<file path="src/design/med_pkg.sv">
// Shared constants, types and state encoding for the median unit.
// No dependencies.
package med_pkg;

    localparam int MAX_SAMPLES   = 16;
    localparam int SAMPLE_W      = 32;
    localparam int CNT_W         = $clog2(MAX_SAMPLES + 1);
    localparam int ADDR_W        = (MAX_SAMPLES > 1) ? $clog2(MAX_SAMPLES) : 1;
    localparam int COUNT_FIELD_W = 5;
    localparam int IN_TDATA_W    = 32;
    localparam int OUT_TDATA_W   = 40;
    localparam int OUT_PAD_W     = OUT_TDATA_W - SAMPLE_W - COUNT_FIELD_W;

    typedef enum logic [2:0] {
        ENG_IDLE,
        ENG_LOADC,
        ENG_CAPT,
        ENG_SCAN,
        ENG_SUM,
        ENG_DONE
    } eng_state_t;

    // Closed set handed to the selection engine.
    typedef struct packed {
        logic             start;
        logic [CNT_W-1:0] count;
        logic             dropped;
    } eng_start_t;

    // Finished median offered by the engine.
    typedef struct packed {
        logic                       valid;
        logic signed [SAMPLE_W-1:0] median;
        logic [CNT_W-1:0]           count;
        logic                       dropped;
    } eng_result_t;

endpackage

</file>
<file path="src/design/med_ram.sv">
// Generic single-write, single-read synchronous RAM with registered read.
// No dependencies.
module med_ram #(
    parameter int WIDTH = 32,
    parameter int DEPTH = 16
) (
    input  logic                                      clk,
    input  logic                                      we,
    input  logic [((DEPTH > 1) ? $clog2(DEPTH) : 1)-1:0] waddr,
    input  logic [WIDTH-1:0]                          wdata,
    input  logic [((DEPTH > 1) ? $clog2(DEPTH) : 1)-1:0] raddr,
    output logic [WIDTH-1:0]                          rdata
);

    logic [WIDTH-1:0] mem [DEPTH];

    always_ff @(posedge clk)
    begin
        if (we)
        begin
            mem[waddr] <= wdata;
        end
        rdata <= mem[raddr];
    end

endmodule

</file>
<file path="src/design/med_sel.sv">
// Rank-count selection engine: finds the middle sorted value(s) of a set in RAM.
// Depends on med_pkg; reads the sample RAM through one registered read port.
module med_sel (
    input  logic                          clk,
    input  logic                          rst_n,
    input  med_pkg::eng_start_t           start_in,
    output logic                          idle,
    output logic [med_pkg::ADDR_W-1:0]    raddr,
    input  logic [med_pkg::SAMPLE_W-1:0]  rdata,
    output med_pkg::eng_result_t          result,
    input  logic                          result_ack
);
    import med_pkg::*;

    eng_state_t                 state_reg, state_next;
    logic [CNT_W-1:0]           n_reg;
    logic                       drop_reg;
    logic [CNT_W-1:0]           i_reg;
    logic [CNT_W-1:0]           j_reg;
    logic [CNT_W-1:0]           lt_reg;
    logic [CNT_W-1:0]           le_reg;
    logic signed [SAMPLE_W-1:0] cand_reg;
    logic signed [SAMPLE_W-1:0] vk_reg;
    logic signed [SAMPLE_W-1:0] vk1_reg;
    logic signed [SAMPLE_W:0]   sum_reg;

    logic signed [SAMPLE_W-1:0] x;
    logic [CNT_W-1:0]           lt_new;
    logic [CNT_W-1:0]           le_new;
    logic [CNT_W-1:0]           k;
    logic [CNT_W-1:0]           k1;
    logic                       n_even;
    logic                       scan_end;
    logic                       cand_end;

    assign x        = $signed(rdata);
    assign lt_new   = lt_reg + CNT_W'(x < cand_reg);
    assign le_new   = le_reg + CNT_W'(x <= cand_reg);
    assign k        = n_reg >> 1;
    assign k1       = k - CNT_W'(1);
    assign n_even   = ~n_reg[0];
    assign scan_end = (j_reg == n_reg - CNT_W'(1));
    assign cand_end = (i_reg == n_reg - CNT_W'(1));

    // Next state
    always_comb
    begin
        state_next = state_reg;
        case (state_reg)
            ENG_IDLE:  if (start_in.start) state_next = ENG_LOADC;
            ENG_LOADC: state_next = ENG_CAPT;
            ENG_CAPT:  state_next = ENG_SCAN;
            ENG_SCAN:
            begin
                if (scan_end)
                begin
                    state_next = cand_end ? ENG_SUM : ENG_LOADC;
                end
            end
            ENG_SUM:   state_next = ENG_DONE;
            ENG_DONE:  if (result_ack) state_next = ENG_IDLE;
            default:   state_next = ENG_IDLE;
        endcase
    end

    // Outputs
    always_comb
    begin
        idle           = 1'b0;
        raddr          = i_reg[ADDR_W-1:0];
        result.valid   = 1'b0;
        result.median  = sum_reg[SAMPLE_W:1] + SAMPLE_W'(sum_reg[SAMPLE_W] & sum_reg[0]);
        result.count   = n_reg;
        result.dropped = drop_reg;
        case (state_reg)
            ENG_IDLE:  idle = 1'b1;
            ENG_LOADC: raddr = i_reg[ADDR_W-1:0];
            ENG_CAPT:  raddr = '0;
            ENG_SCAN:  raddr = ADDR_W'(j_reg + CNT_W'(1));
            ENG_SUM:   raddr = i_reg[ADDR_W-1:0];
            ENG_DONE:  result.valid = 1'b1;
            default:   idle = 1'b0;
        endcase
    end

    always_ff @(posedge clk or negedge rst_n)
    begin
        if (!rst_n)
        begin
            state_reg <= ENG_IDLE;
        end
        else
        begin
            state_reg <= state_next;
        end
    end

    // Datapath
    always_ff @(posedge clk)
    begin
        case (state_reg)
            ENG_IDLE:
            begin
                n_reg    <= start_in.count;
                drop_reg <= start_in.dropped;
                i_reg    <= '0;
            end
            ENG_CAPT:
            begin
                cand_reg <= x;
                j_reg    <= '0;
                lt_reg   <= '0;
                le_reg   <= '0;
            end
            ENG_SCAN:
            begin
                j_reg  <= j_reg + CNT_W'(1);
                lt_reg <= lt_new;
                le_reg <= le_new;
                if (scan_end)
                begin
                    // candidate covers sorted positions lt_new .. le_new-1
                    if (lt_new <= k && k < le_new)
                    begin
                        vk_reg <= cand_reg;
                    end
                    if (n_even && lt_new <= k1 && k1 < le_new)
                    begin
                        vk1_reg <= cand_reg;
                    end
                    i_reg <= i_reg + CNT_W'(1);
                end
            end
            ENG_SUM:
            begin
                if (n_even)
                begin
                    sum_reg <= (SAMPLE_W + 1)'(vk_reg) + (SAMPLE_W + 1)'(vk1_reg);
                end
                else
                begin
                    sum_reg <= (SAMPLE_W + 1)'(vk_reg) + (SAMPLE_W + 1)'(vk_reg);
                end
            end
            default:
            begin
                cand_reg <= cand_reg;
            end
        endcase
    end

endmodule

</file>
<file path="src/design/median_of_sample_set_unit.sv">
// Top level of the median unit: sample intake, sample RAM, selection engine, result beat.
// Depends on med_pkg, med_ram and med_sel.
//
//  channel | dir | beat contents
//  --------+-----+-----------------------------------------------------------
//  s_axis  | in  | tdata: sample[31:0]; tlast: closes the set
//  m_axis  | out | tdata: median[31:0], sample_count[36:32], zero pad [39:37];
//          |     | tuser: overflow
//
//  Intake takes one sample beat per cycle while no set is being resolved.
//  After the closing beat, the engine resolves the set of n stored samples:
//  every sample is ranked against all others through the single registered
//  read port of the sample RAM, one comparison a cycle, then state SUM forms
//  the middle sum and state DONE hands it to the output register.
//  If the output register still holds an unaccepted beat, engine and intake stall.
//  Reset (rst_n, async, active low) clears counts, flags and valids; the
//  RAM needs no clearing since only entries of the current set are read.
module median_of_sample_set_unit (
    input  logic                                clk,
    input  logic                                rst_n,
    input  logic                                s_axis_tvalid,
    output logic                                s_axis_tready,
    input  logic [med_pkg::IN_TDATA_W-1:0]      s_axis_tdata,  // [31:0] sample
    input  logic                                s_axis_tlast,
    output logic                                m_axis_tvalid,
    input  logic                                m_axis_tready,
    output logic [med_pkg::OUT_TDATA_W-1:0]     m_axis_tdata,  // [31:0] median, [36:32] count
    output logic                                m_axis_tuser   // [0] overflow
);
    import med_pkg::*;

    logic [CNT_W-1:0]          cnt_reg, cnt_next;
    logic                      drop_reg, drop_next;
    logic                      in_beat;
    logic                      has_room;
    logic                      eng_idle;
    logic [ADDR_W-1:0]         eng_raddr;
    logic [SAMPLE_W-1:0]       ram_rdata;
    eng_start_t                eng_start;
    eng_result_t               eng_res;
    logic                      slot_free;
    logic                      res_take;

    logic                      out_valid_reg;
    logic [SAMPLE_W-1:0]       out_median_reg;
    logic [COUNT_FIELD_W-1:0]  out_count_reg;
    logic                      out_drop_reg;

    // Hold off intake while a closed set is being resolved.
    assign s_axis_tready = eng_idle;
    assign in_beat       = s_axis_tvalid && s_axis_tready;
    assign has_room      = (cnt_reg < CNT_W'(MAX_SAMPLES));

    always_comb
    begin
        cnt_next  = has_room ? cnt_reg + CNT_W'(1) : cnt_reg;
        drop_next = drop_reg | ~has_room;
    end

    // Closing beat hands the set size and drop flag to the engine.
    assign eng_start.start   = in_beat && s_axis_tlast;
    assign eng_start.count   = cnt_next;
    assign eng_start.dropped = drop_next;

    always_ff @(posedge clk or negedge rst_n)
    begin
        if (!rst_n)
        begin
            cnt_reg  <= '0;
            drop_reg <= 1'b0;
        end
        else if (in_beat)
        begin
            if (s_axis_tlast)
            begin
                cnt_reg  <= '0;
                drop_reg <= 1'b0;
            end
            else
            begin
                cnt_reg  <= cnt_next;
                drop_reg <= drop_next;
            end
        end
    end

    // Store the sample at the fill position; drop it when the RAM is full.
    med_ram #(
        .WIDTH (SAMPLE_W),
        .DEPTH (MAX_SAMPLES)
    ) u_ram (
        .clk   (clk),
        .we    (in_beat && has_room),
        .waddr (cnt_reg[ADDR_W-1:0]),
        .wdata (s_axis_tdata[SAMPLE_W-1:0]),
        .raddr (eng_raddr),
        .rdata (ram_rdata)
    );

    med_sel u_sel (
        .clk        (clk),
        .rst_n      (rst_n),
        .start_in   (eng_start),
        .idle       (eng_idle),
        .raddr      (eng_raddr),
        .rdata      (ram_rdata),
        .result     (eng_res),
        .result_ack (res_take)
    );

    // Advance the result into the output register once it is empty or draining.
    assign slot_free = !out_valid_reg || m_axis_tready;
    assign res_take  = eng_res.valid && slot_free;

    always_ff @(posedge clk or negedge rst_n)
    begin
        if (!rst_n)
        begin
            out_valid_reg <= 1'b0;
        end
        else if (slot_free)
        begin
            out_valid_reg <= eng_res.valid;
        end
    end

    always_ff @(posedge clk)
    begin
        if (res_take)
        begin
            out_median_reg <= eng_res.median;
            out_count_reg  <= COUNT_FIELD_W'(eng_res.count);
            out_drop_reg   <= eng_res.dropped;
        end
    end

    assign m_axis_tvalid = out_valid_reg;
    assign m_axis_tdata  = {OUT_PAD_W'(0), out_count_reg, out_median_reg};
    assign m_axis_tuser  = out_drop_reg;

endmodule

</file>
<file path="config.mk">
export PLATFORM = sky130hd
export DESIGN_NAME = median_of_sample_set_unit
export DESIGN_NICKNAME = d
export VERILOG_FILES = /design/src/design/med_pkg.sv /design/src/design/med_ram.sv /design/src/design/med_sel.sv /design/src/design/median_of_sample_set_unit.sv
export SDC_FILE = /design/constraint.sdc
export NUM_CORES = 1
export LEC_CHECK = 0
export BUFFER_PORTS_ARGS = -buffer_cell sky130_fd_sc_hd__buf_2
export CAP_MARGIN = 25
export CORE_MARGIN = 4
export CORE_UTILIZATION = 56
export CTS_CLUSTER_DIAMETER = 40
export CTS_CLUSTER_SIZE = 16
export DETAILED_ROUTE_END_ITERATION = 7
export GPL_TIMING_DRIVEN = 0
export HOLD_SLACK_MARGIN = 0.02
export MAX_ROUTING_LAYER = met4
export PLACE_DENSITY = 0.82
export SYNTH_ARGS = -nofsm -noshare
export SYNTH_HDL_FRONTEND = slang
export SYNTH_SLANG_ARGS = --single-unit
</file>
<file path="constraint.sdc">
create_clock -name clk -period 4.7 [get_ports clk]
set_input_delay 0.47 -clock clk [delete_from_list [all_inputs] [get_ports clk]]
set_output_delay 0.47 -clock clk [all_outputs]
set_load 0.02 [all_outputs]
</file>
* After elaboration in Yosys (flattened, before gate mapping)
Memories as Yosys holds them, arrays and structs flattened. A register that Yosys moved wholly into a read port is not among the register bits.
Index checks and enable logic that the tools add are counted.
** Storage, ports and cells
- Output and inout port bits :: 43
- Input port bits :: 37
- Memories :: 1
- Memory bits (writable) :: 512
- Register bits after elaboration :: 203
** Cells by class
- Bitwise gates (word level) :: 4
- Multiplexer cells :: 19
- Reductions and logical operators :: 16
- Add/subtract/negate cells :: 10
- $lt $le $gt $ge :: 7
- Eq/ne operators :: 10
** Memory list
- u_ram.mem :: depth 16, bits a word 32, rd ports 1, clocked after Yosys merged registers in 1, wr ports 1, line med_ram.sv:15 : logic [WIDTH-1:0] mem [DEPTH];
** Operators by type and width (count)
- $add 32x32->33 :: 2
- $pmux 5 s2 :: 4
- $mux 33 :: 1
- $add 32x32->32 :: 1
- $le 32x32->1 :: 1
- $lt 32x32->1 :: 1
- $pmux 3 s6 :: 1
- $add 5x1->5 const B :: 3
- $mux 5 :: 3
- $mux 3 :: 4
- $add 5x1->5 :: 2
- $eq 5x5->1 :: 2
- $reduce_and 3->1 :: 3
- $pmux 4 s2 :: 1
- $logic_and 1x1->1 :: 7
- $eq 3x2->1 const B :: 2
- $eq 3x3->1 const B :: 2
- $le 5x4->1 :: 1
- $le 5x5->1 :: 1
- $lt 4x5->1 :: 1
- $lt 5x5->1 :: 1
- $lt 5x5->1 const B :: 1
- $mux 1 :: 5
- $sub 4x1->5 const B :: 1
- other kinds (12) :: 15

* Depth between registers and ports, before layout
Gate-level depths: netlist of run 1.
- Depth in word-level cells :: 6
- Gate-level depth with buffers :: 17

* Cells and area by module
A second synthesis of run 1 with hierarchy kept.
** Second synthesis, totals
- Cell total of the unflattened synthesis :: 1686
- Area total of the unflattened synthesis :: 30619.4 µm²
** Modules (own cells, without submodules)
- med_ram :: area each 19835.3 µm², sequential area each 16015.4 µm², instances 1, cells each 838
- med_sel :: area each 9211.3 µm², sequential area each 4729.5 µm², instances 1, cells each 771
- median_of_sample_set_unit :: area each 1572.8 µm², sequential area each 1316.3 µm², instances 1, cells each 77

* Least setup slack after synthesis of run 1
OpenSTA, ideal clock, no wires.
- Path kind :: reg-to-reg
- From :: register u_sel.cand_reg[14]
- To :: register u_sel.vk1_reg[0] (enable)
- Setup time :: 0.391 ns
- Data arrival time :: 4.069 ns
- Stages on the path, launching flop included :: 18
- Path slack :: 0.240 ns
- Path buffers :: 0
- Period minus slack after synthesis :: 4.460 ns
- Path through :: edfxtp_1 inv_1 ha_1 a21oi_1 nand2_1 a221oi_1 nand3_1 a211oi_1 mux2i_1 ha_1 ha_1 ha_1 nor2b_1 o21a_1 o21ai_0 maj3_1 maj3_1 and4_1
** Between the ends
- Word-level cells in the longest chain between the ends :: 6
- Elaborated cells on any way between the ends :: 9
- Classes of those cells :: add/sub (2); order compare (4); reduce/logical (3)
** RTL lines
- start, declared :: line med_sel.sv:22 : logic signed [SAMPLE_W-1:0] cand_reg;
- start signal, assigned :: line med_sel.sv:147 : cand_reg <= cand_reg;
- $lt 32x32->1 :: line med_sel.sv:37 : assign lt_new = lt_reg + CNT_W'(x < cand_reg);
- $add 5x1->5 :: line med_sel.sv:37
- net u_sel.lt_new[1] :: line med_sel.sv:28 : logic [CNT_W-1:0] lt_new;
- $le 5x5->1 :: line med_sel.sv:127 : if (n_even && lt_new <= k1 && k1 < le_new)
- $logic_and 1x1->1 (2 in series) :: line med_sel.sv:127
- $reduce_and 3->1 (no source line)
- end signal, assigned :: line med_sel.sv:129 : vk1_reg <= cand_reg;
- end, declared :: line med_sel.sv:24 : logic signed [SAMPLE_W-1:0] vk1_reg;
The timed path passes the listed nets, and every way through them passes these cells.
A chain may end at the register's enable or synchronous reset.

* Worst setup path after layout of run 1
- From :: register u_sel.cand_reg[5]
- To :: register u_sel.vk1_reg[18] (enable)
Same word-level chain as after synthesis.

==> results.cfg, run 1 <==
[outcome]
status = finished clean

[global_route]
grt_first_pass_wirelength_um = 108000
grt_use_total_pct = 23.1
grt_pass1_vias = 18850
antenna_found_initial = 9
grt-ovfl-total = 0
grt_max_degree = 37

[sta]
period_share_pct = 97.9
clock_skew_ps = 31.1
finalSetupTns_ps = 0
drv_slew = 0
setup-violations-final = 0
hold_viol = 0
worstMarginPinSlew_ps = 941
fmax_ghz = 0.217
slew_headroom_pct = 37.1
min_period_ps = 4600

[synth]
async_reset_ff_share_pct = 1.34
synthesis.area_um2 = 32600
yosysUniqueCellTypes = 73
synth_ff_type = edfxtp_1
ys_seq_area_share_pct = 67.8
synth_area_per_cell_um2 = 16.0
synth_edf_count = 705
ys_warn_count = 0
netlist_instances = 2031
synth_seq_cells = 747

[route]
drt_wl_total_um = 70900
vias = 18183
firstDrtPassIters = 7
antenna_left = 0
drtIter0Drc = 1422
drc = 0
drt-wirelength-per-cell_um = 22.9
via_per_inst = 5.86

[final_layout]
syn2layout_area_growth_pct = 17.0
final_common_cell = edfxtp_1
drive_above_1_share_pct = 18.3
largest_reg_flops = 512
post-route-util_pct = 66.1
most-common-layout-cells = edfxtp_1 (705), mux2i_1 (481), buf_2 (107)
fin_nets = 2379

[min_path]
hold_path_class = input port to flip-flop
worst_hold_path.num_cells = 2
hold_start = s_axis_tlast
min_to = drop_reg$_DFFE_PN0P_

[placement]
hpwl_um = 45100
gp_congestion = 0.860
port_buffers = 76

[power]
leakagePower_nw = 14.6
power.total_w = 0.0244
ir_drop_mv = 0.433
cellPowerDensity_nw_per_um2 = 641

[clock_tree]
clock-root-buffer = clkbuf_16
insertion_delay_ps = 660
cts_sinks = 747
cts-htree-levels = 3
path_clk_slew_ps = 60
numCtsBuffers = 95
cts.path.max_buffers = 3
cts_tree = built

[worst_setup_path]
r2r_cells = 18
required_ps = 5090
crit_arrival_ps = 5000
cp_max_fo = 20
r2r-start = u_sel.cand_reg[5]$_DFFE_PP_
path_buf_inv = 2
timing.rr.end = u_sel.vk1_reg[18]$_DFFE_PP_
r2r_slack_ps = 100
critical-path-top-delay-family = adder cells
max_stage_delay_ps = 430
crit_chain = inv_1, ha_1, a21oi_2, o21ai_2, a221oi_4, nand3_2, a211oi_4, mux2i_2, ha_2, ha_4, ha_4, nor2b_1, o21a_1, o21ai_0, maj3_1, maj3_1, and4_4, buf_16
slowest_stage = edfxtp_1
critPathLaunchType = flip-flop
end_kind = flip-flop
crit_type = flip-flop to flip-flop

[floorplan]
die_area_um2 = 62100
die_h_um = 249
num_rows = 88
boundaryPins = 80
core_area_um2 = 57600
die_width_um = 249
start_util_pct = 56.5

[flow_run]
cap_violations = 0
kinds of logic after synthesis:
group,Yosys count,share of synthesized area [%]
flip-flops,747,67.8
multiplexers,515,16.0
AND/OR/NAND/NOR,269,4.22
AO/OA/AOI/OAI,173,3.52
buffers and inverters,145,2.51
adder cells (fa/ha/maj),96,3.70
XOR/XNOR,85,2.31
other,1,0.0115
per-stage QoR:
| stage | cell area, um2 | worst slack, ps | hold WS [ps] | instances |
|---|---|---|---|---|
| 2_1_floorplan | 32600 | 240 | 174 | 2033 |
| 3_3_place_gp | 33900 | -1020 | 340 | 2874 |
| 3_5_place_dp | 34400 | -726 | 346 | 2895 |
| 4_1_cts | 37900 | 29.5 | 96.7 | 3086 |
| 5_1_grt | 38100 | -1.06 | 132 | 3102 |
| 6_report | 38100 | 96.8 | 125 | 3102 |
how the worst max path moves through the flow:
stage | endpoint | slack (ps) | depth (start not counted) | startpoint
2_1_floorplan | u_sel.vk1_reg[0]$_DFFE_PP_ | 240 | 17 | u_sel.cand_reg[14]$_DFFE_PP_
3_3_place_gp | u_sel.vk1_reg[18]$_DFFE_PP_ | -1020 | 17 | u_sel.cand_reg[7]$_DFFE_PP_
3_5_place_dp | u_sel.vk1_reg[18]$_DFFE_PP_ | -730 | 18 | u_sel.cand_reg[5]$_DFFE_PP_
4_1_cts | u_sel.vk1_reg[11]$_DFFE_PP_ | 30 | 18 | u_sel.cand_reg[5]$_DFFE_PP_
5_1_grt | u_sel.vk1_reg[11]$_DFFE_PP_ | -1 | 18 | u_sel.cand_reg[7]$_DFFE_PP_
6_report | u_sel.vk1_reg[18]$_DFFE_PP_ | 100 | 18 | u_sel.cand_reg[5]$_DFFE_PP_
repair_timing:
action | CTS | global route
gates resized for setup | 12 | 15
hold buffers | 1 | 0
setup buffers | 10 | 8
hold endpoints to repair | 10 | 0
pin swaps | 4 | 6
setup endpoints to repair | 64 | 64
area by class of cell:
| type | instances | area [um2] |
|---|---|---|
| inverters | 62 | 233 |
| well taps | 765 | 957 |
| clock buffers | 106 | 2490 |
| diodes | 6 | 15.0 |
| flip-flops and latches | 747 | 22100 |
| clock inverters | 74 | 862 |
| repair buffers | 118 | 1030 |
| plain buffers | 83 | 583 |
| fillers | 3681 | 19500 |
| multi-input cells | 1141 | 9850 |
worst register-to-register path: stages (launching register included):
cell	delay [ps]
edfxtp_1	430
inv_1	80
ha_1	250
a21oi_2	170
o21ai_2	120
a221oi_4	340
nand3_2	160
a211oi_4	310
mux2i_2	330
ha_2	270
ha_4	220
ha_4	260
nor2b_1	120
o21a_1	110
o21ai_0	90
maj3_1	360
maj3_1	340
and4_4	200
buf_16	180
power by group:
group / internal [W] / switching [W]
Clock: 0.00457 / 0.00296
Sequential: 0.00767 / 0.000205
Combinational: 0.00384 / 0.00515
layer usage:
metal | GRT usage (%) | up-vias | part of all wire (%)
met5 | - | - | 0
met4 | 9.47 | 0 | 3.4
met3 | 3.81 | 149 | 6.5
met2 | 39.9 | 720 | 52
met1 | 27.0 | 9059 | 38
li1 | - | 8255 | -
cell usage after synthesis (all sizes together), types with 2 or more instances:
| library cell | count | area share, % |
|---|---|---|
| edfxtp | 705 | 65 |
| mux2i | 482 | 15 |
| ha | 93 | 3.6 |
| buf | 65 | 1.6 |
| inv | 62 | 0.71 |
| nor2 | 59 | 0.68 |
| nand2 | 58 | 0.67 |
| xnor2 | 56 | 1.5 |
| a21oi | 55 | 0.85 |
| nand3 | 36 | 0.55 |
| mux2 | 33 | 1.1 |
| dfxtp | 32 | 2.0 |
| o21ai | 29 | 0.45 |
| xor2 | 29 | 0.78 |
| and2 | 26 | 0.50 |
| a21o | 19 | 0.44 |
| clkbuf | 18 | 0.21 |
| nand4 | 17 | 0.33 |
| nor3 | 15 | 0.23 |
| nand2b | 12 | 0.23 |
| a31oi | 10 | 0.21 |
| dfrtp | 10 | 0.77 |
| o21a | 10 | 0.23 |
| a211oi | 9 | 0.21 |
| o31ai | 7 | 0.18 |
| and3 | 6 | 0.12 |
| and4 | 5 | 0.13 |
| nand3b | 5 | 0.12 |
| nor2b | 5 | 0.096 |
| nor3b | 5 | 0.12 |
| nor4 | 5 | 0.096 |
| o211ai | 5 | 0.12 |
| a22oi | 4 | 0.13 |
| or2 | 4 | 0.077 |
| a21boi | 3 | 0.069 |
| o221ai | 3 | 0.081 |
| and3b | 2 | 0.054 |
| maj3 | 2 | 0.062 |
| o2111ai | 2 | 0.073 |
| o21bai | 2 | 0.058 |
| o22ai | 2 | 0.038 |
| o31a | 2 | 0.054 |
| or3b | 2 | 0.054 |
| or4 | 2 | 0.046 |
No activity file was read; power rests on OpenSTA's default activity.
==> inputs of run 2 (changes only) <==
--- a/config.mk
+++ b/config.mk
@@ -15,7 +15,7 @@
 export GPL_TIMING_DRIVEN = 0
 export HOLD_SLACK_MARGIN = 0.02
 export MAX_ROUTING_LAYER = met4
-export PLACE_DENSITY = 0.82
+export PLACE_DENSITY = 0.75
 export SYNTH_ARGS = -nofsm -noshare
 export SYNTH_HDL_FRONTEND = slang
 export SYNTH_SLANG_ARGS = --single-unit
==> results.cfg, run 2 (same netlist as run 1, synthesis figures left out) <==
[route]
antenna_left = 0
drt-wirelength-per-cell_um = 22.2
drtIter0Drc = 1131
drt_wl_total_um = 68700
drc = 0
vias = 17745
firstDrtPassIters = 5
via_per_inst = 5.73

[final_layout]
most-common-layout-cells = edfxtp_1 (705), mux2i_1 (481), buf_2 (107)
drive_above_1_share_pct = 18.4
fin_nets = 2375
final_common_cell = edfxtp_1
n_fill_cell = 3843
largest_reg_flops = 512
syn2layout_area_growth_pct = 16.9
post-route-util_pct = 66.1

[floorplan]
die_h_um = 249
boundaryPins = 80
die_area_um2 = 62100
start_util_pct = 56.5
num_rows = 88
core_area_um2 = 57600
die_width_um = 249

[clock_tree]
cts_tree = built
numCtsBuffers = 94
clock-root-buffer = clkbuf_16
path_clk_slew_ps = 60
cts-htree-levels = 3
cts_sinks = 747
insertion_delay_ps = 650
cts.path.max_buffers = 3

[sta]
period_share_pct = 96.7
fmax_ghz = 0.220
min_period_ps = 4540
final.setup.worst_slack_ps = 156
drv_slew = 0
setup-violations-final = 0
hold_viol = 0
clock_skew_ps = 25.8
worstMarginPinSlew_ps = 954
slew_headroom_pct = 34.7

[placement]
hpwl_um = 44900
place_ws_ps = -663
gp_congestion = 0.864
port_buffers = 76

[power]
seq_power_share_pct = 32.4
leakagePower_nw = 14.5
power.total_w = 0.0243
swShare_pct = 34.3
internal-power_w = 0.0160
switchingPower_w = 0.00832
ir_drop_mv = 0.472
cellPowerDensity_nw_per_um2 = 638
p_clk_share_pct = 31.0
combPwrFrac_pct = 36.6

[worst_setup_path]
max_stage_delay_ps = 380
crit_end = u_sel.vk1_reg[17]$_DFFE_PP_
r2r_slack_ps = 160
required_ps = 5030
slowest_stage = edfxtp_1
crit_chain = inv_1, ha_1, a21oi_1, o21ai_2, a221oi_4, nand3_1, a211oi_2, buf_4, mux2_2, ha_1, ha_1, inv_2, ha_1, a21o_1, a21oi_1, nor2b_1, o21ai_2, and4_4, buf_12
end_kind = flip-flop
timing.rr.end = u_sel.vk1_reg[17]$_DFFE_PP_
crit_start = u_sel.cand_reg[7]$_DFFE_PP_
crit_type = flip-flop to flip-flop
critPathLaunchType = flip-flop
crit_top_cell = ha_1
r2r_cells = 19
cp_max_fo = 16
crit_arrival_ps = 4880
r2r-start = u_sel.cand_reg[7]$_DFFE_PP_

[global_route]
grt-ovfl-total = 0
grt_first_pass_wirelength_um = 105000
grt_pass1_vias = 18229
grt_use_total_pct = 22.5
grt_max_degree = 36
antenna_found_initial = 7

[min_path]
hold_path_class = input port to flip-flop

[flow_run]
cap_violations = 0

[outcome]
status = finished clean
==> run 2: area by class of cell <==
class                           count  area, um2  area share [%]
Antenna cell                        4       10.0          0.0263
Clock inverter                     73        906            2.38
Sequential cell                   747      22100            58.0
Timing Repair Buffer              113        991            2.60
Multi-Input combinational cell   1143       9820            25.8
Tap cell                          765        957            2.52
Clock buffer                      105       2490            6.53
Buffer                             83        583            1.53
Inverter                           62        233           0.612
==> run 2: worst min path at each step <==
stage	startpoint	slack [ps]	to	cells past startpoint
final	s_axis_tlast	120	drop_reg$_DFFE_PN0P_	2
after global routing	s_axis_tlast	130	drop_reg$_DFFE_PN0P_	2
after CTS	s_axis_tlast	90	cnt_reg[4]$_DFFE_PN0P_	2
after detailed placement	rst_n	350	drop_reg$_DFFE_PN0P_	1
after global placement	rst_n	340	drop_reg$_DFFE_PN0P_	1
after floorplan	rst_n	170	cnt_reg[0]$_DFFE_PN0P_	0
==> run 2: what timing repair did <==
item,in CTS,in global routing
resized for setup,15,8
setup endpoints to repair,64,64
buffers inserted,10,6
pin swaps,6,6
hold buffers,1,0
gates cloned,2,0
endpoints found under the hold margin,10,0
==> run 2: power by group through the flow <==
stage          clock, W  sequential [W]  combinational [W]
2_1_floorplan         0         0.00792            0.00631
3_3_place_gp          0         0.00798            0.00842
3_5_place_dp          0         0.00799            0.00863
4_1_cts         0.00764         0.00785            0.00884
5_1_grt         0.00796         0.00788            0.00943
6_report        0.00754         0.00786            0.00889
==> run 2: worst max-delay path, delay by kind of cell, from the launching register on <==
kind                       cells  cell delay (ps)
adders and majority gates      4             1030
muxes                          1              360
DFF                            1              380
and+or+nand+nor                3              490
buffers and inverters          4              430
AOI/OAI and AO/OA              7             1510
==> run 2: stage by stage <==
stage                     setup TNS (ps)  instances  instance area (um2)  hold slack, ps
after floorplan                        0       2033                32600             174
after global placement            -89000       2874                33900             342
after detailed placement          -39880       2892                34400             353
after CTS                              0       3083                38000            90.9
after global routing                -600       3094                38000             127
final                                  0       3095                38000             125
==> run 2: per-layer routing <==
layer	share of wire, %	global-route usage (%)	routed length, um	vias up
li1	-	-	-	8258
met4	3.0	8.18	2050	0
met5	0	-	0	-
met3	5.1	3.34	3520	132
met2	51	38.6	35100	485
met1	41	27.4	28000	8870
==> inputs of run 3 (changes only) <==
--- a/config.mk
+++ b/config.mk
@@ -7,15 +7,18 @@
 export LEC_CHECK = 0
 export BUFFER_PORTS_ARGS = -buffer_cell sky130_fd_sc_hd__buf_2
 export CAP_MARGIN = 25
+export CELL_PAD_IN_SITES_DETAIL_PLACEMENT = 0
+export CELL_PAD_IN_SITES_GLOBAL_PLACEMENT = 1
 export CORE_MARGIN = 4
-export CORE_UTILIZATION = 56
+export CORE_UTILIZATION = 49
 export CTS_CLUSTER_DIAMETER = 40
 export CTS_CLUSTER_SIZE = 16
 export DETAILED_ROUTE_END_ITERATION = 7
 export GPL_TIMING_DRIVEN = 0
 export HOLD_SLACK_MARGIN = 0.02
 export MAX_ROUTING_LAYER = met4
-export PLACE_DENSITY = 0.75
+export PLACE_DENSITY_LB_ADDON = 0.1
 export SYNTH_ARGS = -nofsm -noshare
 export SYNTH_HDL_FRONTEND = slang
 export SYNTH_SLANG_ARGS = --single-unit
+export TNS_END_PERCENT = 1
==> results.cfg, run 3 (same netlist as run 1, synthesis figures left out) <==
[final_layout]
syn2layout_area_growth_pct = 18.7
fin_nets = 2397
final_cell_area_um2 = 38600
post-route-util_pct = 58.7
final_common_cell = edfxtp_1
drive_above_1_share_pct = 19.7
most-common-layout-cells = edfxtp_1 (705), mux2i_1 (481), clkbuf_16 (115)
largest_reg_flops = 512

[sta]
slew_headroom_pct = 38.4
period_share_pct = 97.0
fmax_ghz = 0.219
hold_viol = 0
setup-violations-final = 0
drv_slew = 0
min_period_ps = 4560
worstMarginPinSlew_ps = 922
rsz0062_at_grt = false
final.setup.worst_slack_ps = 140
clock_skew_ps = 31.8

[clock_tree]
cts_tree = built
cts-htree-levels = 3
path_clk_slew_ps = 60
cts_sinks = 747
clock-root-buffer = clkbuf_16
numCtsBuffers = 108
cts.path.max_buffers = 3
insertion_delay_ps = 650

[route]
antenna_left = 0
drc = 0
drtIter0Drc = 822
via_per_inst = 5.40
drt-wirelength-per-cell_um = 22.1
drt_wl_total_um = 71300
firstDrtPassIters = 5
vias = 17424

[floorplan]
start_util_pct = 49.4
die_h_um = 266
die_width_um = 266
num_rows = 94
core_area_um2 = 65900
boundaryPins = 80
die_area_um2 = 70600

[worst_setup_path]
crit_arrival_ps = 4950
slowest_stage = nor4_4
max_stage_delay_ps = 410
end_kind = flip-flop
path_buf_inv = 3
r2r_slack_ps = 140
crit_type = flip-flop to flip-flop
cp_max_fo = 16
critPathLaunchType = flip-flop
required_ps = 5090
critical-path-top-delay-family = adder cells
crit_top_cell = ha_2
crit_chain = inv_1, ha_2, nand4_1, buf_4, nor4_4, a211oi_2, mux2i_2, ha_2, ha_1, ha_4, nor2b_1, o21a_1, o21ai_2, maj3_1, maj3_2, and4_4, buf_12

[power]
power.total_w = 0.0250
ir_drop_mv = 0.477
cellPowerDensity_nw_per_um2 = 646
leakagePower_nw = 14.8

[placement]
gp_congestion = 0.810
hpwl_um = 47600
port_buffers = 76
place_ws_ps = -796
placed_cell_area_um2 = 34500

[global_route]
grt_use_total_pct = 20.6
grt_first_pass_wirelength_um = 106000
antenna_found_initial = 3
grt_pass1_vias = 17579
grt_max_degree = 34
grt-ovfl-total = 0

[outcome]
status = finished clean

[flow_run]
cap_violations = 0

[min_path]
hold_path_class = input port to flip-flop
run 3: path summary, 6_finish.rpt:
kind,startpoint,end,cells after the start
worst max-delay path,u_sel.cand_reg[31]$_DFFE_PP_,u_sel.vk1_reg[13]$_DFFE_PP_,17
worst min-delay path,s_axis_tlast,cnt_reg[4]$_DFFE_PN0P_,2
worst max register to register,u_sel.cand_reg[31]$_DFFE_PP_,u_sel.vk1_reg[13]$_DFFE_PP_,17
worst min register to register,u_ram.rdata[0]$_DFF_P_,u_sel.cand_reg[0]$_DFFE_PP_,0
max in group asynchronous,rst_n,cnt_reg[1]$_DFFE_PN0P_,2
min in group asynchronous,rst_n,u_sel.state_reg[0]$_DFFE_PN0P_,2
run 3: layout make-up:
cell class	count	area, um2
antenna	2	5.00
buffer	83	583
clock buffer	121	2920
clock inverter	83	856
fill	5088	27200
inverter	62	233
multi-input combinational	1143	9850
sequential	747	22100
tap	864	1080
timing repair buffer	121	1060
run 3: layer usage:
layer / wire length (um) / up-vias / global-route usage (%)
met5: 0 / - / -
met3: 3350 / 138 / 3.71
li1: - / 8320 / -
met2: 35800 / 402 / 35.0
met1: 30000 / 8564 / 25.5
met4: 2130 / 0 / 6.29
run 3: worst reg2reg max path: stages, from the launching register on:
cell	delay, ps
edfxtp_1	340
inv_1	50
ha_2	390
nand4_1	150
buf_4	180
nor4_4	410
a211oi_2	170
mux2i_2	350
ha_2	260
ha_1	270
ha_4	290
nor2b_1	120
o21a_1	130
o21ai_2	60
maj3_1	350
maj3_2	410
and4_4	190
buf_12	150
run 3: report_power, final:
part | switching, W | internal, W | leakage [nW]
Clock | 0.00316 | 0.00495 | 1.81
Combinational | 0.00516 | 0.00383 | 6.18
Sequential | 0.000195 | 0.00767 | 6.76
Total | 0.00852 | 0.0165 | 14.8
run 3: repair_timing:
action / in CTS / in global routing
endpoints found under the setup margin: 64 / 64
cloned: 2 / 0
gates resized for setup: 17 / 12
pin swaps: 6 / 11
hold endpoints to repair: 10 / 0
hold buffers: 1 / 0
buffers inserted: 10 / 14
run 3: stage by stage:
| stage | TNS [ps] | cells | hold slack [ps] |
|---|---|---|---|
| after floorplan | 0 | 2033 | 174 |
| final | 0 | 3226 | 147 |
| after detailed placement | -40960 | 2992 | 356 |
| after global routing | 0 | 3225 | 122 |
| after global placement | -89350 | 2973 | 348 |
| after CTS | 0 | 3209 | 109 |
